$ cat config.mk
export PLATFORM = sky130hd
export DESIGN_NAME = running_mean_variance_per_channel_top
export DESIGN_NICKNAME = d
export VERILOG_FILES = /design/src/design/rmv_pkg.sv /design/src/design/running_mean_variance_per_channel_top.sv
export SDC_FILE = /design/constraint.sdc
export NUM_CORES = 2
export LEC_CHECK = 0
export BUFFER_PORTS_ARGS = -buffer_cell sky130_fd_sc_hd__buf_2
export CAP_MARGIN = 20
export CELL_PAD_IN_SITES_DETAIL_PLACEMENT = 1
export CELL_PAD_IN_SITES_GLOBAL_PLACEMENT = 1
export CORE_MARGIN = 10
export CORE_UTILIZATION = 58
export CTS_CLUSTER_SIZE = 8
export DETAILED_ROUTE_END_ITERATION = 8
export GPL_TIMING_DRIVEN = 0
export PLACE_DENSITY = 0.95
export RECOVER_POWER = 100
export SYNTH_ARGS = -nofsm -noshare
export SYNTH_HDL_FRONTEND = slang
export SYNTH_SLANG_ARGS = --single-unit
$ cat constraint.sdc
create_clock -name clock -period 46.1 [get_ports clock]
set_clock_uncertainty 0.2 [all_clocks]
set_input_delay 2.305 -clock clock [delete_from_list [all_inputs] [get_ports clock]]
set_output_delay 2.305 -clock clock [all_outputs]
set_load 0.005 [all_outputs]
$ cat src/design/rmv_pkg.sv
// shared widths and defaults for the per-station running mean and variance block
package rmv_pkg;
   localparam int STATION_BITS         = 3;
   localparam int SAMPLE_BITS          = 24;
   localparam int VAR_BITS             = 48;
   localparam int COUNT_OUT_BITS       = 16;
   localparam int NUM_CHANNELS_DEFAULT = 8;
   localparam int COUNT_BITS_DEFAULT   = 16;
endpackage

$ cat src/design/running_mean_variance_per_channel_top.sv
// per-station running mean and unbiased variance, shared multiplier and serial divider
//
//   channel   ports                         handshake
//   --------  ----------------------------  --------------------------------------
//   request   req_station_index, req_*_sample  accepted when start && !busy
//   response  rsp_* fields                  valid for one cycle while rsp_strobe
//
// an in-range transaction keeps busy high while six quotients share one restoring
// divider that retires one quotient bit per cycle; each quotient has DIV_BITS =
// 26 + max(COUNT_BITS + 1, 25) bits. a non-positive variance product skips its
// divide, and the first sample of a station skips both variance updates.
// the response strobe rises in the same cycle that busy falls; an out-of-range
// station answers in the cycle after acceptance and busy never rises.
// reset clears the per-station valid bits, so every store reads as zero afterwards.
// busy stays high until the response is registered; the receiver cannot stall.
module running_mean_variance_per_channel_top #(
   parameter int NUM_CHANNELS = rmv_pkg::NUM_CHANNELS_DEFAULT,
   parameter int COUNT_BITS   = rmv_pkg::COUNT_BITS_DEFAULT
) (
   input  logic                                  clock,
   input  logic                                  reset,
   input  logic                                  start,
   output logic                                  busy,
   input  logic [rmv_pkg::STATION_BITS-1:0]      req_station_index,
   input  logic signed [rmv_pkg::SAMPLE_BITS-1:0] req_temperature_sample,
   input  logic signed [rmv_pkg::SAMPLE_BITS-1:0] req_humidity_sample,
   output logic                                  rsp_strobe,
   output logic [rmv_pkg::STATION_BITS-1:0]      rsp_station_out,
   output logic [rmv_pkg::COUNT_OUT_BITS-1:0]    rsp_count_out,
   output logic signed [rmv_pkg::SAMPLE_BITS-1:0] rsp_temperature_mean,
   output logic [rmv_pkg::VAR_BITS-1:0]          rsp_temperature_variance,
   output logic signed [rmv_pkg::SAMPLE_BITS-1:0] rsp_humidity_mean,
   output logic [rmv_pkg::VAR_BITS-1:0]          rsp_humidity_variance
);
   import rmv_pkg::*;

   // address width of the per-station stores
   localparam int ADDR_BITS = (NUM_CHANNELS > 1) ? $clog2(NUM_CHANNELS) : 1;
   // multiplier operand b covers the count and a sample difference
   localparam int MB        = (COUNT_BITS + 1 > 25) ? COUNT_BITS + 1 : 25;
   localparam int PW        = 25 + MB;
   localparam int DIV_BITS  = PW + 1;
   localparam int CNT_BITS  = $clog2(DIV_BITS);

   localparam logic [3:0] S_IDLE  = 4'd0;
   localparam logic [3:0] S_READ  = 4'd1;
   localparam logic [3:0] S_LOAD  = 4'd2;
   localparam logic [3:0] S_MMUL  = 4'd3;
   localparam logic [3:0] S_MACC  = 4'd4;
   localparam logic [3:0] S_MDIV  = 4'd5;
   localparam logic [3:0] S_VDIV  = 4'd6;
   localparam logic [3:0] S_PMUL  = 4'd7;
   localparam logic [3:0] S_PCHK  = 4'd8;
   localparam logic [3:0] S_PDIV  = 4'd9;
   localparam logic [3:0] S_SUM   = 4'd10;
   localparam logic [3:0] S_WRITE = 4'd11;

   localparam logic [COUNT_BITS-1:0] COUNT_MAX = {COUNT_BITS{1'b1}};

   // per-station stores, valid bits stand in for the reset clear
   logic [COUNT_BITS-1:0]         count_mem [NUM_CHANNELS];
   logic [SAMPLE_BITS-1:0]        tmean_mem [NUM_CHANNELS];
   logic [VAR_BITS-1:0]           tvar_mem  [NUM_CHANNELS];
   logic [SAMPLE_BITS-1:0]        hmean_mem [NUM_CHANNELS];
   logic [VAR_BITS-1:0]           hvar_mem  [NUM_CHANNELS];
   logic [NUM_CHANNELS-1:0]       valid_ff;

   logic [3:0]                    state_ff, state_in;
   logic [ADDR_BITS-1:0]          addr_ff;
   logic [STATION_BITS-1:0]       station_ff;
   logic signed [SAMPLE_BITS-1:0] xt_ff, xh_ff;
   logic [COUNT_BITS-1:0]         rd_count_ff;
   logic [SAMPLE_BITS-1:0]        rd_tmean_ff, rd_hmean_ff;
   logic [VAR_BITS-1:0]           rd_tvar_ff, rd_hvar_ff;

   logic [COUNT_BITS-1:0]         n_ff, d_ff;
   logic signed [SAMPLE_BITS-1:0] tmean_ff, hmean_ff, old_ff;
   logic [VAR_BITS-1:0]           tvar_ff, hvar_ff, first_ff;
   logic [VAR_BITS:0]             second_ff;
   logic                          q_ff;
   logic                          neg_ff;

   logic signed [PW-1:0]          mul_ff;
   logic [DIV_BITS-1:0]           div_quo_ff;
   logic [COUNT_BITS-1:0]         div_rem_ff, div_den_ff;
   logic [CNT_BITS-1:0]           div_cnt_ff;

   logic                          rsp_strobe_ff;
   logic [STATION_BITS-1:0]       rsp_station_ff;
   logic [COUNT_OUT_BITS-1:0]     rsp_count_ff;
   logic signed [SAMPLE_BITS-1:0] rsp_tmean_ff, rsp_hmean_ff;
   logic [VAR_BITS-1:0]           rsp_tvar_ff, rsp_hvar_ff;

   // station range check on a widened index
   logic [8:0]                    station_wide;
   logic                          in_range;
   assign station_wide = 9'(req_station_index);
   assign in_range     = station_wide < 9'(NUM_CHANNELS);

   // working operands of the quantity in flight
   logic signed [SAMPLE_BITS-1:0] cur_x, cur_mean;
   logic [VAR_BITS-1:0]           cur_var;
   assign cur_x    = q_ff ? xh_ff : xt_ff;
   assign cur_mean = q_ff ? hmean_ff : tmean_ff;
   assign cur_var  = q_ff ? hvar_ff : tvar_ff;

   // shared signed multiplier
   logic signed [24:0]            mul_a;
   logic signed [MB-1:0]          mul_b;
   logic signed [24:0]            diff_new, diff_old;
   logic [MB-1:0]                 d_wide;
   assign diff_new = 25'(cur_x) - 25'(cur_mean);
   assign diff_old = 25'(cur_x) - 25'(old_ff);
   assign d_wide   = MB'(d_ff);
   always_comb begin
      if (state_ff == S_PMUL) begin
         mul_a = diff_new;
         mul_b = MB'(diff_old);
      end else begin
         mul_a = 25'(cur_mean);
         mul_b = $signed(d_wide);
      end
   end

   // mean numerator and its magnitude
   logic signed [DIV_BITS-1:0]    acc;
   logic [DIV_BITS-1:0]           acc_mag;
   assign acc     = DIV_BITS'(mul_ff) + DIV_BITS'(cur_x);
   assign acc_mag = acc[DIV_BITS-1] ? DIV_BITS'(-acc) : DIV_BITS'(acc);

   // one restoring divider step
   logic [COUNT_BITS:0]           div_trial;
   logic                          div_ge;
   logic [COUNT_BITS:0]           div_diff;
   logic [COUNT_BITS-1:0]         rem_nx;
   logic [DIV_BITS-1:0]           quo_nx;
   logic                          div_last;
   assign div_trial = {div_rem_ff, div_quo_ff[DIV_BITS-1]};
   assign div_ge    = div_trial >= {1'b0, div_den_ff};
   assign div_diff  = div_trial - {1'b0, div_den_ff};
   assign rem_nx    = div_ge ? div_diff[COUNT_BITS-1:0] : div_trial[COUNT_BITS-1:0];
   assign quo_nx    = {div_quo_ff[DIV_BITS-2:0], div_ge};
   assign div_last  = div_cnt_ff == CNT_BITS'(DIV_BITS - 1);

   // quotient to signed mean
   logic [24:0]                   mean_mag, mean_sgn;
   assign mean_mag = quo_nx[24:0];
   assign mean_sgn = neg_ff ? 25'(-mean_mag) : mean_mag;

   // first variance term, floor((n-2)*var/(n-1)) as var - ceil(var/(n-1))
   logic [VAR_BITS-1:0]           first_val;
   assign first_val = cur_var - quo_nx[VAR_BITS-1:0]
                      - VAR_BITS'(rem_nx != '0);

   logic [VAR_BITS+1:0]           var_sum;
   logic [VAR_BITS-1:0]           var_sat;
   assign var_sum = VAR_BITS'(first_ff) + (VAR_BITS + 2)'(second_ff);
   assign var_sat = (var_sum[VAR_BITS+1:VAR_BITS] != 2'b00) ? {VAR_BITS{1'b1}}
                                                             : var_sum[VAR_BITS-1:0];

   logic                          prod_pos;
   assign prod_pos = !mul_ff[PW-1] && (mul_ff != '0);

   // loaded count and its saturating increment
   logic [COUNT_BITS-1:0]         cnt_cur, n_new;
   logic                          rd_valid;
   assign rd_valid = valid_ff[addr_ff];
   assign cnt_cur  = rd_valid ? rd_count_ff : '0;
   assign n_new    = (cnt_cur == COUNT_MAX) ? cnt_cur : cnt_cur + 1'b1;

   logic [31:0]                   n_wide;
   assign n_wide = 32'(n_ff);

   // sequencer
   always_comb begin
      state_in = state_ff;
      case (state_ff)
         S_IDLE:  if (start && in_range) state_in = S_READ;
         S_READ:  state_in = S_LOAD;
         S_LOAD:  state_in = S_MMUL;
         S_MMUL:  state_in = S_MACC;
         S_MACC:  state_in = S_MDIV;
         S_MDIV: begin
            if (div_last) begin
               if (d_ff != '0) state_in = S_VDIV;
               else if (!q_ff) state_in = S_MMUL;
               else            state_in = S_WRITE;
            end
         end
         S_VDIV:  if (div_last) state_in = S_PMUL;
         S_PMUL:  state_in = S_PCHK;
         S_PCHK:  state_in = prod_pos ? S_PDIV : S_SUM;
         S_PDIV:  if (div_last) state_in = S_SUM;
         S_SUM:   state_in = q_ff ? S_WRITE : S_MMUL;
         S_WRITE: state_in = S_IDLE;
         default: state_in = S_IDLE;
      endcase
   end

   // control registers
   always_ff @(posedge clock) begin
      if (reset) begin
         state_ff      <= S_IDLE;
         valid_ff      <= '0;
         rsp_strobe_ff <= 1'b0;
      end else begin
         state_ff      <= state_in;
         rsp_strobe_ff <= (state_ff == S_IDLE && start && !in_range)
                          || (state_ff == S_WRITE);
         if (state_ff == S_WRITE) valid_ff[addr_ff] <= 1'b1;
      end
   end

   // store reads and writes
   always_ff @(posedge clock) begin
      rd_count_ff <= count_mem[addr_ff];
      rd_tmean_ff <= tmean_mem[addr_ff];
      rd_tvar_ff  <= tvar_mem[addr_ff];
      rd_hmean_ff <= hmean_mem[addr_ff];
      rd_hvar_ff  <= hvar_mem[addr_ff];
      if (state_ff == S_WRITE) begin
         count_mem[addr_ff] <= n_ff;
         tmean_mem[addr_ff] <= tmean_ff;
         tvar_mem[addr_ff]  <= tvar_ff;
         hmean_mem[addr_ff] <= hmean_ff;
         hvar_mem[addr_ff]  <= hvar_ff;
      end
   end

   // datapath
   always_ff @(posedge clock) begin
      case (state_ff)
         S_IDLE: begin
            if (start) begin
               addr_ff        <= station_wide[ADDR_BITS-1:0];
               station_ff     <= req_station_index;
               xt_ff          <= req_temperature_sample;
               xh_ff          <= req_humidity_sample;
               rsp_station_ff <= req_station_index;
               rsp_count_ff   <= '0;
               rsp_tmean_ff   <= '0;
               rsp_tvar_ff    <= '0;
               rsp_hmean_ff   <= '0;
               rsp_hvar_ff    <= '0;
            end
         end
         S_LOAD: begin
            n_ff     <= n_new;
            d_ff     <= n_new - 1'b1;
            tmean_ff <= rd_valid ? rd_tmean_ff : '0;
            hmean_ff <= rd_valid ? rd_hmean_ff : '0;
            tvar_ff  <= rd_valid ? rd_tvar_ff : '0;
            hvar_ff  <= rd_valid ? rd_hvar_ff : '0;
            q_ff     <= 1'b0;
         end
         S_MMUL, S_PMUL: mul_ff <= mul_a * mul_b;
         S_MACC: begin
            neg_ff     <= acc[DIV_BITS-1];
            div_quo_ff <= acc_mag;
            div_rem_ff <= '0;
            div_den_ff <= n_ff;
            div_cnt_ff <= '0;
         end
         S_MDIV: begin
            if (div_last) begin
               old_ff <= cur_mean;
               if (q_ff) hmean_ff <= mean_sgn[23:0];
               else      tmean_ff <= mean_sgn[23:0];
               // variance load, or move on to the next quantity
               div_quo_ff <= DIV_BITS'(cur_var);
               div_rem_ff <= '0;
               div_den_ff <= d_ff;
               div_cnt_ff <= '0;
               if (d_ff == '0) q_ff <= 1'b1;
            end else begin
               div_quo_ff <= quo_nx;
               div_rem_ff <= rem_nx;
               div_cnt_ff <= div_cnt_ff + 1'b1;
            end
         end
         S_VDIV: begin
            div_quo_ff <= quo_nx;
            div_rem_ff <= rem_nx;
            div_cnt_ff <= div_cnt_ff + 1'b1;
            if (div_last) first_ff <= first_val;
         end
         S_PCHK: begin
            div_quo_ff <= DIV_BITS'(unsigned'(mul_ff));
            div_rem_ff <= '0;
            div_den_ff <= d_ff;
            div_cnt_ff <= '0;
            if (!prod_pos) second_ff <= '0;
         end
         S_PDIV: begin
            div_quo_ff <= quo_nx;
            div_rem_ff <= rem_nx;
            div_cnt_ff <= div_cnt_ff + 1'b1;
            if (div_last) second_ff <= quo_nx[VAR_BITS:0];
         end
         S_SUM: begin
            if (q_ff) hvar_ff <= var_sat;
            else      tvar_ff <= var_sat;
            q_ff <= 1'b1;
         end
         S_WRITE: begin
            rsp_station_ff <= station_ff;
            rsp_count_ff   <= n_wide[COUNT_OUT_BITS-1:0];
            rsp_tmean_ff   <= tmean_ff;
            rsp_tvar_ff    <= tvar_ff;
            rsp_hmean_ff   <= hmean_ff;
            rsp_hvar_ff    <= hvar_ff;
         end
         default: ;
      endcase
   end

   assign busy                     = state_ff != S_IDLE;
   assign rsp_strobe               = rsp_strobe_ff;
   assign rsp_station_out          = rsp_station_ff;
   assign rsp_count_out            = rsp_count_ff;
   assign rsp_temperature_mean     = rsp_tmean_ff;
   assign rsp_temperature_variance = rsp_tvar_ff;
   assign rsp_humidity_mean        = rsp_hmean_ff;
   assign rsp_humidity_variance    = rsp_hvar_ff;
endmodule

==> metrics.txt, run 1 <==
# TYPE chip_impl_metric gauge
chip_impl_info{name="synth_top_flop_cell",value="edfxtp_1"} 1
chip_impl_metric{name="postSynthRegisterBits",unit=""} 2105
chip_impl_metric{name="place_congestion",unit=""} 1.05
chip_impl_metric{name="holdBufCountCts",unit=""} 0
chip_impl_metric{name="io_pins",unit=""} 219
chip_impl_metric{name="post_synth_instance_area",unit="um^2"} 114000
chip_impl_metric{name="cts_buffers",unit=""} 314
chip_impl_metric{name="ys_seq_area_share",unit="%"} 53.9
chip_impl_metric{name="rows",unit=""} 162
chip_impl_metric{name="post-cts-setup-buffer-count",unit=""} 0
chip_impl_metric{name="fraction_of_synthesis_flops_using_an_asynchronous_set_or_reset_pin",unit="%"} 0
chip_impl_metric{name="dpl_cell_area",unit="um^2"} 121000
chip_impl_info{name="outcome",value="did not finish"} 1
chip_impl_metric{name="grt_use_total",unit="%"} 68.2
chip_impl_info{name="stopped_at",value="global routing (5_1_grt)"} 1
chip_impl_metric{name="die-height",unit="um"} 464
chip_impl_metric{name="globalRoute.totalOverflow",unit=""} 48
chip_impl_info{name="ctsRootBufferMaster",value="clkbuf_16"} 1
chip_impl_metric{name="cts-resized-gates",unit=""} 0
chip_impl_metric{name="numClockSinks",unit=""} 2105
chip_impl_metric{name="synthesis.area_per_instance",unit="um^2"} 13.6
chip_impl_metric{name="max-clock-path-buffers",unit=""} 4
chip_impl_metric{name="initial_utilization",unit="%"} 58.4
chip_impl_metric{name="hpwlAfterDp",unit="mm"} 334
chip_impl_metric{name="ys_types",unit=""} 101
chip_impl_metric{name="syn_nets",unit=""} 9487
chip_impl_metric{name="synthesis.instances",unit=""} 8369
chip_impl_metric{name="grt_max_degree",unit=""} 66
chip_impl_metric{name="die_w",unit="um"} 464
chip_impl_metric{name="synth_enable_flop_cells",unit=""} 1932
chip_impl_metric{name="h-tree-depth",unit=""} 5
chip_impl_metric{name="place.port_buffers",unit=""} 218
chip_impl_info{name="error_message",value="[ERROR GRT-0232] Routing congestion too high. Check the congestion heatmap in the GUI."} 1
chip_impl_metric{name="synth.yosys.warnings",unit=""} 0
-- Yosys cell counts, drive strengths merged (15+ instances only) --
| cell type | instances | area share [%] |
|---|---|---|
| dfxtp | 173 | 3.0 |
| xnor2 | 191 | 1.5 |
| nor3 | 66 | 0.31 |
| and2 | 260 | 1.4 |
| nor2 | 474 | 1.6 |
| or4 | 15 | 0.099 |
| nand3 | 62 | 0.28 |
| mux4 | 322 | 6.4 |
| xor2 | 136 | 1.0 |
| mux2i | 84 | 0.74 |
| or3 | 21 | 0.12 |
| and3 | 48 | 0.26 |
| nand2b | 63 | 0.35 |
| a211o | 15 | 0.12 |
| o21ai | 287 | 1.3 |
| o21bai | 25 | 0.16 |
| inv | 851 | 2.8 |
| or2 | 18 | 0.099 |
| nand4 | 44 | 0.24 |
| a21o | 205 | 1.3 |
| fa | 665 | 12 |
| o21a | 58 | 0.38 |
| nor4 | 32 | 0.19 |
| clkbuf | 282 | 0.93 |
| nor2b | 47 | 0.26 |
| mux2 | 208 | 2.1 |
| buf | 67 | 0.25 |
| edfxtp | 1932 | 51 |
| a31oi | 39 | 0.21 |
| o31ai | 18 | 0.12 |
| o211ai | 18 | 0.13 |
| nand2 | 743 | 2.4 |
| a211oi | 28 | 0.20 |
| o41ai | 15 | 0.12 |
| ha | 399 | 4.4 |
| a21oi | 248 | 1.1 |
| a221oi | 53 | 0.41 |
-- stage by stage --
| stage | utilization, % | setup slack [ps] | cells |
|---|---|---|---|
| floorplan | - | 27380 | 8369 |
| global placement | 60.6 | 8640 | 11211 |
| detailed placement | 62.1 | 28210 | 11444 |
| CTS | 66.7 | 26990 | 11973 |
-- per-layer routing --
layer / track usage, % / GRT overflow
met1: 66.7 / 4
met2: 80.6 / 9
met3: 58.5 / 9
met4: 66.1 / 26
met5: 44.9 / 0
-- logic make-up after synthesis --
kind of cell    share of synthesized area [%]
mux                                      9.14
flops                                    53.9
buf+inv                                  3.98
fa+ha+maj                                16.0
simple gates                             7.96
compound gates                           6.50
xor+xnor                                 2.51
==> run 2, diff against run 1 <==
--- a/config.mk
+++ b/config.mk
@@ -7,14 +7,11 @@
 export LEC_CHECK = 0
 export BUFFER_PORTS_ARGS = -buffer_cell sky130_fd_sc_hd__buf_2
 export CAP_MARGIN = 20
-export CELL_PAD_IN_SITES_DETAIL_PLACEMENT = 1
-export CELL_PAD_IN_SITES_GLOBAL_PLACEMENT = 1
 export CORE_MARGIN = 10
-export CORE_UTILIZATION = 58
-export CTS_CLUSTER_SIZE = 8
+export CORE_UTILIZATION = 40
 export DETAILED_ROUTE_END_ITERATION = 8
 export GPL_TIMING_DRIVEN = 0
-export PLACE_DENSITY = 0.95
+export PLACE_DENSITY_LB_ADDON = 0.15
 export RECOVER_POWER = 100
 export SYNTH_ARGS = -nofsm -noshare
 export SYNTH_HDL_FRONTEND = slang
==> metrics.txt, run 2 <==
# TYPE chip_impl_metric gauge
chip_impl_metric{name="maxClockFrequency",unit="MHz"} 50.2
chip_impl_metric{name="ys_types",unit=""} 101
chip_impl_metric{name="grt_first_pass_wirelength",unit="mm"} 522
chip_impl_info{name="global_route.peak_usage_layer",value="met2"} 1
chip_impl_info{name="layout.cells.most_common",value="edfxtp_1"} 1
chip_impl_info{name="ctsRootBufferMaster",value="clkbuf_16"} 1
chip_impl_metric{name="post-cts-setup-buffer-count",unit=""} 0
chip_impl_metric{name="final_layout_size_suffix_gt1_share",unit="%"} 11.3
chip_impl_info{name="outcome",value="finished with violations"} 1
chip_impl_metric{name="max_slew_margin",unit="%"} -130
chip_impl_metric{name="crit_path_max_fanout",unit=""} 10
chip_impl_metric{name="finalCriticalPeriod",unit="ps"} 19920
chip_impl_metric{name="cts-resized-gates",unit=""} 0
chip_impl_info{name="timing.critical_path.mode_cell",value="clkbuf_1"} 1
chip_impl_metric{name="critPathArrivalTime",unit="ps"} 20330
chip_impl_metric{name="ant_nets",unit=""} 0
chip_impl_metric{name="worst_r2r_path_depth",unit=""} 47
chip_impl_metric{name="timing.final.setup_violations",unit=""} 0
chip_impl_info{name="synthMostInstantiatedCell",value="edfxtp_1"} 1
chip_impl_metric{name="synth_enable_flop_cells",unit=""} 1932
chip_impl_metric{name="drc_errors",unit=""} 0
chip_impl_metric{name="h-tree-depth",unit=""} 4
chip_impl_metric{name="report.final.hold_viol_count",unit=""} 0
chip_impl_metric{name="cts.reportedPaths.clkPinSlew",unit="ps"} 70
chip_impl_info{name="timing.critical_path.from_type",value="register"} 1
chip_impl_info{name="critPathLaunch",value="q_ff"} 1
chip_impl_metric{name="totalNegativeSetupSlack",unit="ps"} 0
chip_impl_metric{name="hold_ws",unit="ps"} 276
chip_impl_metric{name="max-clock-path-buffers",unit=""} 4
chip_impl_metric{name="initial_utilization",unit="%"} 40.1
chip_impl_metric{name="fraction_of_synthesis_flops_using_an_asynchronous_set_or_reset_pin",unit="%"} 0
chip_impl_metric{name="final-max-slew-violation-count",unit=""} 527
chip_impl_metric{name="syn_nets",unit=""} 9487
chip_impl_metric{name="routed_wire_length_per_instance",unit="um"} 27.5
chip_impl_info{name="reg2reg_from",value="q_ff"} 1
chip_impl_metric{name="postSynthRegisterBits",unit=""} 2105
chip_impl_info{name="synth_top_flop_cell",value="edfxtp_1"} 1
chip_impl_metric{name="groute.layer.met2.usage",unit="%"} 37.8
chip_impl_info{name="critPathKind",value="reg2reg"} 1
chip_impl_info{name="critPathCapture",value="mul_ff[49]"} 1
chip_impl_metric{name="vias_per_cell",unit=""} 5.42
chip_impl_info{name="biggest_area_consumer_among_synthesized_cells",value="edfxtp_1"} 1
chip_impl_info{name="timing.critical_path.to_type",value="register"} 1
chip_impl_info{name="hp-class",value="reg2reg"} 1
chip_impl_info{name="grt_setup_unrepaired",value="false"} 1
chip_impl_metric{name="timing.critical_path.slowest_cell_delay",unit="ps"} 880
chip_impl_metric{name="cap_viol_max_count",unit=""} 25
chip_impl_metric{name="layout_worst_path_cycle_share",unit="%"} 43.2
chip_impl_info{name="synthTopCellsByCount",value="edfxtp_1 (1,932), inv_1 (851), nand2_1 (743), fa_1 (665), nor2_1 (474)"} 1
chip_impl_info{name="worst_flop_to_flop_path_endpoint",value="mul_ff[49]"} 1
chip_impl_metric{name="synthesis.area_per_instance",unit="um^2"} 13.6
chip_impl_metric{name="num-nets-final",unit=""} 10214
chip_impl_metric{name="worst-slew-pin-transition",unit="ps"} 3450
chip_impl_metric{name="dr_total_vias",unit=""} 70824
chip_impl_metric{name="detailedRoute.firstIterationViolations",unit=""} 6027
chip_impl_info{name="mostFrequentLayoutCells",value="edfxtp_1 (1,932), inv_1 (851), clkbuf_1 (746), nand2_1 (743), fa_1 (665)"} 1
chip_impl_info{name="crit_slowest_cell",value="mux2i_1"} 1
chip_impl_metric{name="synth_top_area_share",unit="%"} 50.8
chip_impl_metric{name="grt_use_total",unit="%"} 23.0
chip_impl_metric{name="ys_seq_area_share",unit="%"} 53.9
chip_impl_metric{name="synthesis.instances",unit=""} 8369
chip_impl_metric{name="die_area",unit="um^2"} 307000
chip_impl_metric{name="globalRoute.totalOverflow",unit=""} 0
chip_impl_info{name="largestRegisters",value="hvar_mem x384, tvar_mem x384"} 1
chip_impl_metric{name="io_pins",unit=""} 219
chip_impl_metric{name="numClockSinks",unit=""} 2105
chip_impl_metric{name="hpwlAfterDp",unit="mm"} 283
chip_impl_metric{name="insertion_delay",unit="ps"} 920
chip_impl_metric{name="die-height",unit="um"} 554
chip_impl_metric{name="post_synth_instance_area",unit="um^2"} 114000
chip_impl_metric{name="cts_buffers",unit=""} 222
chip_impl_metric{name="cp.required",unit="ps"} 46510
chip_impl_metric{name="synth.yosys.warnings",unit=""} 0
chip_impl_metric{name="rows",unit=""} 196
chip_impl_metric{name="die_w",unit="um"} 554
chip_impl_metric{name="worst-r2r-setup-slack",unit="ps"} 26180
chip_impl_metric{name="core_area",unit="um^2"} 284000
chip_impl_info{name="area_contributors_post_synth",value="edfxtp_1 (51%), fa_1 (12%), mux4_2 (6.4%), ha_1 (4.4%), dfxtp_1 (3.0%)"} 1
chip_impl_metric{name="wl",unit="mm"} 360
chip_impl_metric{name="place.port_buffers",unit=""} 218
chip_impl_metric{name="first_global_vias",unit=""} 73556
chip_impl_metric{name="global_routing_met1_resource_utilization",unit="%"} 32.1
chip_impl_info{name="cts_tree",value="built"} 1
chip_impl_metric{name="antenna_found_initial",unit=""} 17
chip_impl_metric{name="holdBufCountCts",unit=""} 0
chip_impl_metric{name="grt_max_degree",unit=""} 60
chip_impl_info{name="violations_in_the_final_reports",value="capacitance limit, slew limit"} 1
chip_impl_metric{name="area_growth_syn_to_layout",unit="%"} 12.8
chip_impl_metric{name="drt-pass1-iter-count",unit=""} 6
chip_impl_metric{name="place_congestion",unit=""} 0.969
chip_impl_metric{name="groute.layer.met3.usage",unit="%"} 2.67
==> run 2: cell counts after synthesis <==
No cell type changed its count.
==> run 2: area by class of cell <==
type	instances	area, um^2
well taps	3762	4710
multi-input cells	5063	48100
flip-flops and latches	2105	61500
clock buffers	296	6160
fillers	25992	156000
inverters	852	3200
diodes	9	22.5
clock inverters	122	1460
repair buffers	503	2320
plain buffers	349	1360
==> run 2: logic make-up (layout without fill, tap and decap cells) <==
logic type | after synthesis | after routing | share of synthesized area [%]
buffers and inverters | 1201 | 2122 | 3.98
other | 0 | 9 | 0
and+or+nand+nor | 1935 | 1935 | 7.96
DFF | 2105 | 2105 | 53.9
adders and majority gates | 1064 | 1064 | 16.0
AOI/OAI and AO/OA | 1123 | 1123 | 6.50
muxes | 614 | 614 | 9.14
xor gates and xnor gates | 327 | 327 | 2.51
==> run 2: critical path: cells and delay by family (launching register included) <==
family	cells	cell delay, ps
xor gates and xnor gates	2	360
muxes	1	880
and+or+nand+nor	3	440
adders and majority gates	9	4460
buffers and inverters	15	7570
DFF	1	320
AOI/OAI and AO/OA	17	5260
==> run 2: worst min path at each step <==
stage | end | startpoint | cells past startpoint | slack [ps]
final | valid_ff[7] | valid_ff[7] | 2 | 280
after global routing | valid_ff[5] | valid_ff[5] | 1 | 290
after CTS | hvar_ff[42] | rd_hvar_ff[42] | 1 | 270
after detailed placement | valid_ff[4] | valid_ff[4] | 2 | 260
after global placement | valid_ff[2] | valid_ff[2] | 2 | 250
after floorplan | valid_ff[4] | valid_ff[4] | 2 | 230
==> run 2: stage by stage <==
stage / cells / worst slack, ps / util (%) / area (um^2)
2_1_floorplan: 8369 / 27380 / - / 114000
3_3_place_gp: 12349 / 5360 / 42.2 / 120000
3_5_place_dp: 12618 / 28550 / 43.3 / 123000
4_1_cts: 13036 / 28440 / 46.0 / 131000
5_1_grt: 13054 / 25640 / 45.3 / 129000
6_report: 13061 / 26180 / 45.3 / 129000
==> run 2: per-layer routing <==
metal | vias up | part of all wire (%) | routed length, um
li1 | 31385 | - | -
met1 | 36844 | 44 | 157000
met2 | 2119 | 47 | 170000
met3 | 472 | 5.4 | 19600
met4 | 4 | 3.6 | 12900
met5 | - | 0.0069 | 25
Power of run 2 is left out: the tool's default activity adds up to more than one toggle a clock period on the data nets, which glitch-free logic cannot reach.
